$ cat src/hw/rtl/pss_pkg.sv
// Shared types, constants and helpers for the preemptive priority scheduler.
package pss_pkg;

	localparam int MAX_TASKS = 16;
	localparam int TIME_BITS = 16;
	localparam int PRIO_BITS = 8;
	localparam int SLOT_W    = 4;
	localparam int REQ_W     = 2;
	localparam int IDX_W     = $clog2(MAX_TASKS);
	localparam int CMP_W     = (IDX_W > SLOT_W) ? IDX_W : SLOT_W;

	typedef enum logic [REQ_W-1:0] {
		REQ_CLEAR = 2'd0,
		REQ_LOAD  = 2'd1,
		REQ_TICK  = 2'd2
	} req_code_t;

	typedef enum logic [2:0] {
		ST_IDLE,
		ST_EXEC,
		ST_SCAN,
		ST_COMMIT,
		ST_SETTLE,
		ST_RESP
	} state_t;

	// best-so-far task, passed cell to cell during a scan
	typedef struct packed {
		logic                 found;
		logic [IDX_W-1:0]     slot;
		logic [PRIO_BITS-1:0] prio;
		logic [TIME_BITS-1:0] arrival;
		logic [TIME_BITS-1:0] burst;
		logic [TIME_BITS-1:0] remaining;
	} cand_t;

	// broadcast from the controller to every cell
	typedef struct packed {
		logic                 clear;
		logic                 load;
		logic                 dec;
		logic [SLOT_W-1:0]    load_slot;
		logic [IDX_W-1:0]     dec_slot;
		logic [TIME_BITS-1:0] arrival;
		logic [TIME_BITS-1:0] burst;
		logic [PRIO_BITS-1:0] prio;
	} cell_ctl_t;

	function automatic logic [TIME_BITS-1:0] sat_inc(input logic [TIME_BITS-1:0] t);
		return (t == {TIME_BITS{1'b1}}) ? t : t + TIME_BITS'(1);
	endfunction

endpackage

$ cat src/hw/rtl/preemptive_priority_scheduler.sv
// Top level: request controller, task cell chain and result register.
//
//  channel | handshake          | payload
//  --------+--------------------+-------------------------------------------------
//  in      | in_valid/in_stall   | req_type slot arrival burst priority_req
//  out     | out_valid/out_stall | ran_valid ran_slot tick_time finished
//          |                    | finish_time turnaround waiting all_done
//
// A tick goes from accept through start, then the candidate walks the chain cell by cell,
// then commit, settle and response. Clear, load and unknown requests go from start straight
// to settle and response. The controller returns to idle before it takes the next item, so
// a new item is taken only after the last result is loaded. A result waiting in the output
// register holds the next item only once that item reaches response.
// Reset clears valid bits, time and control.
module preemptive_priority_scheduler import pss_pkg::*; (
	input  logic                 clk,
	input  logic                 arst_n,
	input  logic                 in_valid,
	output logic                 in_stall,
	input  logic [REQ_W-1:0]     req_type,
	input  logic [SLOT_W-1:0]    slot,
	input  logic [TIME_BITS-1:0] arrival,
	input  logic [TIME_BITS-1:0] burst,
	input  logic [PRIO_BITS-1:0] priority_req,
	output logic                 out_valid,
	input  logic                 out_stall,
	output logic                 ran_valid,
	output logic [SLOT_W-1:0]    ran_slot,
	output logic [TIME_BITS-1:0] tick_time,
	output logic                 finished,
	output logic [TIME_BITS-1:0] finish_time,
	output logic [TIME_BITS-1:0] turnaround,
	output logic [TIME_BITS-1:0] waiting,
	output logic                 all_done
);

	state_t state_q, state_d;

	logic [REQ_W-1:0]     req_q;
	logic [SLOT_W-1:0]    slot_q;
	logic [TIME_BITS-1:0] arr_in_q;
	logic [TIME_BITS-1:0] bst_in_q;
	logic [PRIO_BITS-1:0] prio_in_q;

	logic [TIME_BITS-1:0] now_q;
	logic [IDX_W-1:0]     cnt_q;

	logic                 ran_valid_q;
	logic [SLOT_W-1:0]    ran_slot_q;
	logic [TIME_BITS-1:0] tick_q;
	logic                 fin_q;
	logic [TIME_BITS-1:0] ftime_q;
	logic [TIME_BITS-1:0] arr_q;
	logic [TIME_BITS-1:0] bst_q;
	logic [TIME_BITS-1:0] tat_q;
	logic                 all_done_q;

	logic                 out_valid_q;
	logic                 ran_valid_o_q;
	logic [SLOT_W-1:0]    ran_slot_o_q;
	logic [TIME_BITS-1:0] tick_o_q;
	logic                 fin_o_q;
	logic [TIME_BITS-1:0] ftime_o_q;
	logic [TIME_BITS-1:0] tat_o_q;
	logic [TIME_BITS-1:0] wait_o_q;
	logic                 all_done_o_q;

	logic                 accept;
	logic                 out_load;
	logic                 scan_end;
	cell_ctl_t            ctl;
	cand_t                chain [MAX_TASKS+1];
	cand_t                winner;
	logic [MAX_TASKS-1:0] busy;
	logic [TIME_BITS-1:0] next_time;

	assign accept    = in_valid && !in_stall;
	assign out_load  = (state_q == ST_RESP) && (!out_valid_q || !out_stall);
	assign scan_end  = (cnt_q == IDX_W'(MAX_TASKS - 1));
	assign winner    = chain[MAX_TASKS];
	assign next_time = sat_inc(now_q);

	// cell chain
	assign chain[0] = '0;

	for (genvar k = 0; k < MAX_TASKS; k++) begin : g_cell
		pss_cell u_cell (
			.clk      (clk),
			.arst_n   (arst_n),
			.idx      (IDX_W'(k)),
			.ctl      (ctl),
			.now      (now_q),
			.cand_in  (chain[k]),
			.cand_out (chain[k+1]),
			.busy     (busy[k])
		);
	end

	// next state
	always_comb begin
		state_d = state_q;
		unique case (state_q)
			ST_IDLE:   if (accept) state_d = ST_EXEC;
			ST_EXEC:   state_d = (req_q == REQ_TICK) ? ST_SCAN : ST_SETTLE;
			ST_SCAN:   if (scan_end) state_d = ST_COMMIT;
			ST_COMMIT: state_d = ST_SETTLE;
			ST_SETTLE: state_d = ST_RESP;
			ST_RESP:   if (out_load) state_d = ST_IDLE;
			default:   state_d = ST_IDLE;
		endcase
	end

	// state outputs
	always_comb begin
		in_stall      = 1'b1;
		ctl.clear     = 1'b0;
		ctl.load      = 1'b0;
		ctl.dec       = 1'b0;
		ctl.load_slot = slot_q;
		ctl.dec_slot  = winner.slot;
		ctl.arrival   = arr_in_q;
		ctl.burst     = bst_in_q;
		ctl.prio      = prio_in_q;
		unique case (state_q)
			ST_IDLE:   in_stall = 1'b0;
			ST_EXEC: begin
				ctl.clear = (req_q == REQ_CLEAR);
				ctl.load  = (req_q == REQ_LOAD);
			end
			ST_COMMIT: ctl.dec = winner.found;
			ST_SCAN, ST_SETTLE, ST_RESP: ;
			default: ;
		endcase
	end

	always_ff @(posedge clk or negedge arst_n) begin
		if (!arst_n) begin
			state_q <= ST_IDLE;
			now_q   <= '0;
			cnt_q   <= '0;
		end else begin
			state_q <= state_d;
			if ((state_q == ST_EXEC) && (req_q == REQ_CLEAR))
				now_q <= '0;
			else if (state_q == ST_COMMIT)
				now_q <= next_time;
			if (state_q == ST_SCAN)
				cnt_q <= scan_end ? '0 : cnt_q + IDX_W'(1);
		end
	end

	// request and per-item working registers
	always_ff @(posedge clk) begin
		if (accept) begin
			req_q     <= req_type;
			slot_q    <= slot;
			arr_in_q  <= arrival;
			bst_in_q  <= burst;
			prio_in_q <= priority_req;
		end
		case (state_q)
			ST_EXEC: begin
				tick_q      <= (req_q == REQ_CLEAR) ? '0 : now_q;
				ran_valid_q <= 1'b0;
				ran_slot_q  <= '0;
				fin_q       <= 1'b0;
			end
			ST_COMMIT: begin
				ran_valid_q <= winner.found;
				ran_slot_q  <= winner.found ? SLOT_W'(winner.slot) : '0;
				fin_q       <= winner.found && (winner.remaining == TIME_BITS'(1));
				ftime_q     <= next_time;
				arr_q       <= winner.arrival;
				bst_q       <= winner.burst;
			end
			ST_SETTLE: begin
				tat_q      <= ftime_q - arr_q;
				all_done_q <= ~|busy;
			end
			default: ;
		endcase
	end

	// result register
	always_ff @(posedge clk or negedge arst_n) begin
		if (!arst_n) begin
			out_valid_q <= 1'b0;
		end else if (out_load) begin
			out_valid_q <= 1'b1;
		end else if (!out_stall) begin
			out_valid_q <= 1'b0;
		end
	end

	always_ff @(posedge clk) begin
		if (out_load) begin
			ran_valid_o_q <= ran_valid_q;
			ran_slot_o_q  <= ran_slot_q;
			tick_o_q      <= tick_q;
			fin_o_q       <= fin_q;
			ftime_o_q     <= fin_q ? ftime_q : '0;
			tat_o_q       <= fin_q ? tat_q : '0;
			// saturated time can make turnaround shorter than the burst
			wait_o_q      <= (fin_q && (tat_q >= bst_q)) ? tat_q - bst_q : '0;
			all_done_o_q  <= all_done_q;
		end
	end

	assign out_valid   = out_valid_q;
	assign ran_valid   = ran_valid_o_q;
	assign ran_slot    = ran_slot_o_q;
	assign tick_time   = tick_o_q;
	assign finished    = fin_o_q;
	assign finish_time = ftime_o_q;
	assign turnaround  = tat_o_q;
	assign waiting     = wait_o_q;
	assign all_done    = all_done_o_q;

	// time only moves on commit or clear
	a_time_stable_scan: assert property (@(posedge clk) disable iff (!arst_n)
		(state_q == ST_SCAN) |=> $stable(now_q))
		else $error("time changed during scan");

	// a chosen task always has work left
	a_winner_busy: assert property (@(posedge clk) disable iff (!arst_n)
		((state_q == ST_COMMIT) && winner.found) |-> (winner.remaining != '0))
		else $error("winner has no remaining work");

	// a finish is only reported for a task that ran
	a_fin_ran: assert property (@(posedge clk) disable iff (!arst_n)
		out_load |-> (!fin_q || ran_valid_q))
		else $error("finish without a running task");

	// a cleared table is always done
	a_clear_done: assert property (@(posedge clk) disable iff (!arst_n)
		((state_q == ST_RESP) && (req_q == REQ_CLEAR)) |-> all_done_q)
		else $error("all_done low after clear");

endmodule

$ cat src/hw/rtl/pss_cell.sv
// One task slot of the scheduler chain: holds a task and forwards the better candidate.
module pss_cell import pss_pkg::*; (
	input  logic                 clk,
	input  logic                 arst_n,
	input  logic [IDX_W-1:0]     idx,
	input  cell_ctl_t            ctl,
	input  logic [TIME_BITS-1:0] now,
	input  cand_t                cand_in,
	output cand_t                cand_out,
	output logic                 busy
);

	logic                 valid_q;
	logic [TIME_BITS-1:0] arrival_q;
	logic [TIME_BITS-1:0] burst_q;
	logic [PRIO_BITS-1:0] prio_q;
	logic [TIME_BITS-1:0] rem_q;
	cand_t                cand_q;

	logic load_hit;
	logic dec_hit;
	logic elig;
	logic take;
	cand_t own;

	assign load_hit = ctl.load && (CMP_W'(ctl.load_slot) == CMP_W'(idx));
	assign dec_hit  = ctl.dec && (ctl.dec_slot == idx);
	assign busy     = valid_q && (rem_q != '0);
	assign elig     = busy && (arrival_q <= now);

	// lower priority number wins, then earlier arrival; equal keeps the lower slot
	always_comb begin
		take = 1'b0;
		if (elig) begin
			if (!cand_in.found)
				take = 1'b1;
			else if (prio_q < cand_in.prio)
				take = 1'b1;
			else if ((prio_q == cand_in.prio) && (arrival_q < cand_in.arrival))
				take = 1'b1;
		end
	end

	always_comb begin
		own.found     = 1'b1;
		own.slot      = idx;
		own.prio      = prio_q;
		own.arrival   = arrival_q;
		own.burst     = burst_q;
		own.remaining = rem_q;
	end

	always_ff @(posedge clk or negedge arst_n) begin
		if (!arst_n) begin
			valid_q <= 1'b0;
		end else if (ctl.clear) begin
			valid_q <= 1'b0;
		end else if (load_hit) begin
			valid_q <= 1'b1;
		end
	end

	always_ff @(posedge clk) begin
		if (load_hit) begin
			arrival_q <= ctl.arrival;
			burst_q   <= ctl.burst;
			prio_q    <= ctl.prio;
			rem_q     <= ctl.burst;
		end else if (dec_hit) begin
			rem_q <= rem_q - TIME_BITS'(1);
		end
	end

	always_ff @(posedge clk) begin
		cand_q <= take ? own : cand_in;
	end

	assign cand_out = cand_q;

endmodule
$ cat config.mk
export PLATFORM = sky130hd
export DESIGN_NAME = preemptive_priority_scheduler
export DESIGN_NICKNAME = d
export VERILOG_FILES = /design/src/hw/rtl/pss_pkg.sv /design/src/hw/rtl/preemptive_priority_scheduler.sv /design/src/hw/rtl/pss_cell.sv
export SDC_FILE = /design/constraint.sdc
export NUM_CORES = 2
export LEC_CHECK = 0
export BUFFER_PORTS_ARGS = -buffer_cell sky130_fd_sc_hd__buf_2
export CAP_MARGIN = 20
export CORE_MARGIN = 2
export CORE_UTILIZATION = 50
export DETAILED_ROUTE_END_ITERATION = 16
export GPL_ROUTABILITY_DRIVEN = 0
export PLACE_DENSITY = 0.72
export SYNTH_ARGS = -nofsm -noshare
export SYNTH_HDL_FRONTEND = slang
export SYNTH_HIERARCHICAL = 1
export SYNTH_SLANG_ARGS = --single-unit
$ cat constraint.sdc
create_clock -name clk -period 9.6 [get_ports clk]
set_input_delay 0.48 -clock clk [delete_from_list [all_inputs] [get_ports clk]]
set_output_delay 0.48 -clock clk [all_outputs]
set_load 0.01 [all_outputs]
Yosys cells after proc, flatten, opt, wreduce, memory -nomap -nowiden
Cells that the tools add are included.

operators by class
  add/subtract/negate cells = 20
  order comparisons = 47
  eq/ne operators = 59
  muxes and demuxes = 158
  reductions and logical operators = 144

operators by type and width
  cell                                                 count
  two-way mux 56 bit                                   14
  two-way mux 16 bit                                   35
  less-or-equal comparator 16 bit                      16
  nonzero test 16 bit                                  16
  subtractor 16 x 1 -> 16 bit (second input constant)  16
  less-than comparator 16 bit                          15
  == test 8 bit                                        15
  less-than comparator 8 bit                           15
  two-way mux 1 bit                                    97
  logical AND 1 bit                                    84
  == test 4 bit (second input constant)                17
  nonzero test 2 bit                                   34
  two-way mux 48 bit                                   1
  == test 4 x 3 -> 1 bit (second input constant)       8
  subtractor 16 bit                                    2
  case mux 3 bit (6 select lines)                      1
  adder 16 x 1 -> 16 bit (second input constant)       1
  == test 16 x 1 -> 1 bit (second input constant)      1
  == test 16 bit (second input constant)               1
  == test 4 x 2 -> 1 bit (second input constant)       4
  greater-or-equal comparator 16 bit                   1
  OR reduction 16 bit                                  1
  two-way mux 3 bit                                    4
  == test 4 x 1 -> 1 bit (second input constant)       2
  other kinds (18)                                     27

word-level totals
  register bits after elaboration = 2093
  input port bits = 50
  output and inout bits = 73
  word-level logic and storage cells = 628

Longest topological paths before layout
  word-level depth = 7
  depth in mapped cells = 10
  depth with buffers taken out = 9

Modules after synthesis
Netlist, hierarchy kept.

by module, submodules not included
  module                           instances  cells an instance  area each (um^2)  sequential area each (um^2)
  pss_cell (g_cell[0].u_cell ...)  12         419                5226.3            2927.8
  pss_cell (g_cell[7].u_cell ...)  3          421                5440.2            2927.8
  preemptive_priority_scheduler    1          703                9745.6            6726.5
  pss_cell (g_cell[12].u_cell)     1          418                5444.0            2927.8

Worst setup path after synthesis
Ideal clock, no wire load.

  path type = reg-to-reg
  start = register state_q[1]
  end = register all_done_o_q (netlist: all_done), enable pin
  library setup time = 0.524 ns
  arrival time = 4.198 ns
  required time = 9.076 ns
  slack = 4.878 ns
  stages on the path, launching flop included = 4
  buffers on the path = 1
  period minus slack after synthesis = 4.722 ns
  path through = dfrtp_1 -> clkbuf_1 -> nand3b_1 -> a21oi_1

between the ends
  longest elaborated chain between the ends = 2

ends and longest elaborated chain
  what                      line                                  source
  start: declaration        preemptive_priority_scheduler.sv:37   state_t state_q, state_d;
  start signal: assignment  preemptive_priority_scheduler.sv:142  state_q <= state_d;
  == test 3 bit             preemptive_priority_scheduler.sv:78   assign out_load = (state_q == ST_RESP) && (!out_valid_q || !out_stall);
  logical AND 1 bit         preemptive_priority_scheduler.sv:78
  net out_load              preemptive_priority_scheduler.sv:69   logic out_load;
  end signal: assignment    preemptive_priority_scheduler.sv:205  all_done_o_q <= all_done_q;
  end: declaration          preemptive_priority_scheduler.sv:66   logic all_done_o_q;

The timed path passes the listed nets, and every way through them passes these cells.
A chain may end at the register's enable or synchronous reset.

Worst setup path in the final report
  start = register now_q[13]
  end = register g_cell[1].u_cell.cand_q, in the netlist g_cell[1].u_cell/cand_out[10]

between the ends
  longest elaborated chain between the ends = 4

ends and longest elaborated chain
  what                             line                                  source
  start: declaration               preemptive_priority_scheduler.sv:45   logic [TIME_BITS-1:0] now_q;
  start signal: assignment         preemptive_priority_scheduler.sv:146  now_q <= next_time;
  less-or-equal comparator 16 bit  pss_cell.sv:29                        assign elig = busy && (arrival_q <= now);
  logical AND 1 bit                pss_cell.sv:29
  two-way mux 1 bit                pss_cell.sv:34                        if (elig) begin
  two-way mux 56 bit               pss_cell.sv:75                        cand_q <= take ? own : cand_in;
  end signal: assignment           pss_cell.sv:75
  end: declaration                 pss_cell.sv:18                        cand_t cand_q;

Every way passes these cells.

==> results.sh <==
export IMPL_drc=0
export IMPL_antenna_found_initial=8
export IMPL_finalCritPeriodShare=0.445
export IMPL_crit_required_ns=10.31
export IMPL_routed_wl_um=208000
export IMPL_power_total_mw=26.9
export IMPL_cts_hold_buf=48
export IMPL_grt_pass1_wl_um=323000
export IMPL_start_util=0.502
export IMPL_htreeDepth=4
export IMPL_cts_resized=0
export IMPL_status="completed"
export IMPL_cts_buffer_depth=3
export IMPL_drive_gt1_frac=0.184
export IMPL_multiInputGateArea_mm2=0.0374
export IMPL_peakVddDrop_mv=0.195
export IMPL_syn_to_final_growth_pct=12.9
export IMPL_wl_per_cell_um=19.4
export IMPL_numCtsBuffers=201
export IMPL_grt_usage=0.214
export IMPL_die_h_um=438
export IMPL_tightestPinTransition_ns=1.24
export IMPL_grt_max_degree=75
export IMPL_powerDensity_mw_per_mm2=254
export IMPL_hold_violations=0
export IMPL_clock_latency_ns=0.83
export IMPL_critical_path_class="register to register"
export IMPL_core_area_mm2=0.187
export IMPL_setup_violations=0
export IMPL_syn_avg_cell_area_um2=12.7
export IMPL_ys_warn_count=6
export IMPL_fin_skew_ns=0.0322
export IMPL_dr_pass1_iters=5
export IMPL_postCtsSetupRepairBufs=0
export IMPL_io_pins=123
export IMPL_regArea_mm2=0.0534
export IMPL_die_area_mm2=0.191
export IMPL_routed_via_density=5.32
export IMPL_post_route_min_period_ns=4.28
export IMPL_nets=8753
export IMPL_end_kind="register"
export IMPL_rsz0062_at_grt="no"
export IMPL_port_buffers=122
export IMPL_ctsRootBufferMaster="clkbuf_16"
export IMPL_rows=159
export IMPL_cts_sinks=2108
export IMPL_cts_tree="yes"
export IMPL_p_leak_nw=41.6
export IMPL_syn_cell_area_mm2=0.0940
export IMPL_overflow=0
export IMPL_drv_slew=0
export IMPL_grt_pass1_vias=58400
export IMPL_fillers=14700
export IMPL_fin_tns_setup_ns=0
export IMPL_clk_pin_slew_ns=0.06
export IMPL_arrival_ns=4.99
export IMPL_num_vias=56900
export IMPL_synthCells=7396
export IMPL_maxSlewHeadroom=0.167
export IMPL_cp_max_fo=44
export IMPL_die_x_um=438
export IMPL_hold_path_class="input pin to register"
export IMPL_drtIter0Drc=3224
export IMPL_cap_violations=0
export IMPL_hpwl_um=144000
export IMPL_worstSetupStartpointType="register"
export IMPL_fmax_mhz=234
export IMPL_drtAntennaViolNets=0
==> metrics by stage <==
stage	instances	setup slack, ns	hold slack [ns]	instance area [um^2]	util
4_1_cts	10700	5.39	0.0683	106000	0.566
2_1_floorplan	7701	4.88	0.184	95100	-
6_report	10700	5.32	0.147	106000	0.567
3_5_place_dp	10300	5.41	0.389	98600	0.527
3_3_place_gp	10300	5.32	0.386	98600	0.526
5_1_grt	10700	5.16	0.103	106000	0.567
==> power breakdown <==
group          switching [mW]  total, mW  internal [mW]
combinational            2.93       5.83           2.90
sequential               1.08       12.9           11.8
clock                    3.36       8.16           4.80
total                    7.36       26.9           19.5
==> critical path: stages (launching register included) <==
cell and delay, ns:
dfrtp_1 0.39, buf_4 0.33, inv_1 0.08, ha_1 0.32
nand4_1 0.18, nor4_1 0.46, and4_1 0.26, a31oi_1 0.08
a311oi_4 0.82, buf_4 0.70, mux2_2 0.42
==> per-layer routing <==
layer	part of all wire	routed length (um)	vias to the layer above	track usage
met3	0.042	8720	487	0.0295
met2	0.49	102000	1339	0.377
met1	0.42	86900	27700	0.259
met5	0.000038	8	-	0
met4	0.048	9900	2	0.102
li1	-	-	27400	-
==> cell type report <==
type | count | area share
clock inverter | 83 | 0.00874
inverter | 833 | 0.0295
tap | 2495 | 0.0294
multi-input combinational | 4588 | 0.352
timing repair buffer | 296 | 0.0197
antenna | 1 | 0.0000236
sequential | 2108 | 0.504
clock buffer | 297 | 0.0567
==> cells in the final DEF, fill, tap and decap left out, types with 54 or more instances in the layout <==
cell type,count
edfxtp_1,1100
a21oi_1,464
a31oi_1,56
mux2_4,239
nor4_1,71
nor3_1,135
dfxtp_1,964
o21ai_0,162
buf_2,123
mux2_1,120
nor2_1,435
clkbuf_16,211
nand4_1,84
and2_1,54
mux2_2,581
inv_1,830
nand2_1,275
xnor2_1,163
xor2_1,142
conb_1,307
ha_1,673
buf_4,122
==> worst paths after layout <==
| kind | startpoint | to | slack [ns] | depth (start not counted) |
|---|---|---|---|---|
| setup / recovery | now_q[13] | g_cell[1].u_cell/cand_out[10] | 5.32 | 10 |
| hold / removal | in_valid | state_q[0] | 0.15 | 4 |
| setup reg to reg | now_q[13] | g_cell[1].u_cell/cand_out[10] | 5.32 | 10 |
| hold reg to reg | g_cell[15].u_cell/cand_out[23] | bst_q[7] | 0.40 | 0 |
| max in group asynchronous | arst_n | g_cell[1].u_cell/valid_q | 8.67 | 3 |
| min in group asynchronous | arst_n | now_q[4] | 0.33 | 3 |
==> flip-flops by register name, indices dropped and copies added (netlist names), 16 cells and up <==
register	flops
turnaround	16
g_cell.u_cell/arrival_q	256
g_cell.u_cell/cand_out	968
g_cell.u_cell/burst_q	256
g_cell.u_cell/valid_q	16
arr_in_q	16
bst_q	16
now_q	16
tat_q	16
finish_time	16
g_cell.u_cell/rem_q	256
tick_q	16
g_cell.u_cell/prio_q	128
ftime_q	16
tick_time	16
waiting	16
bst_in_q	16
arr_q	16
(Power assumes the default switching activity.)
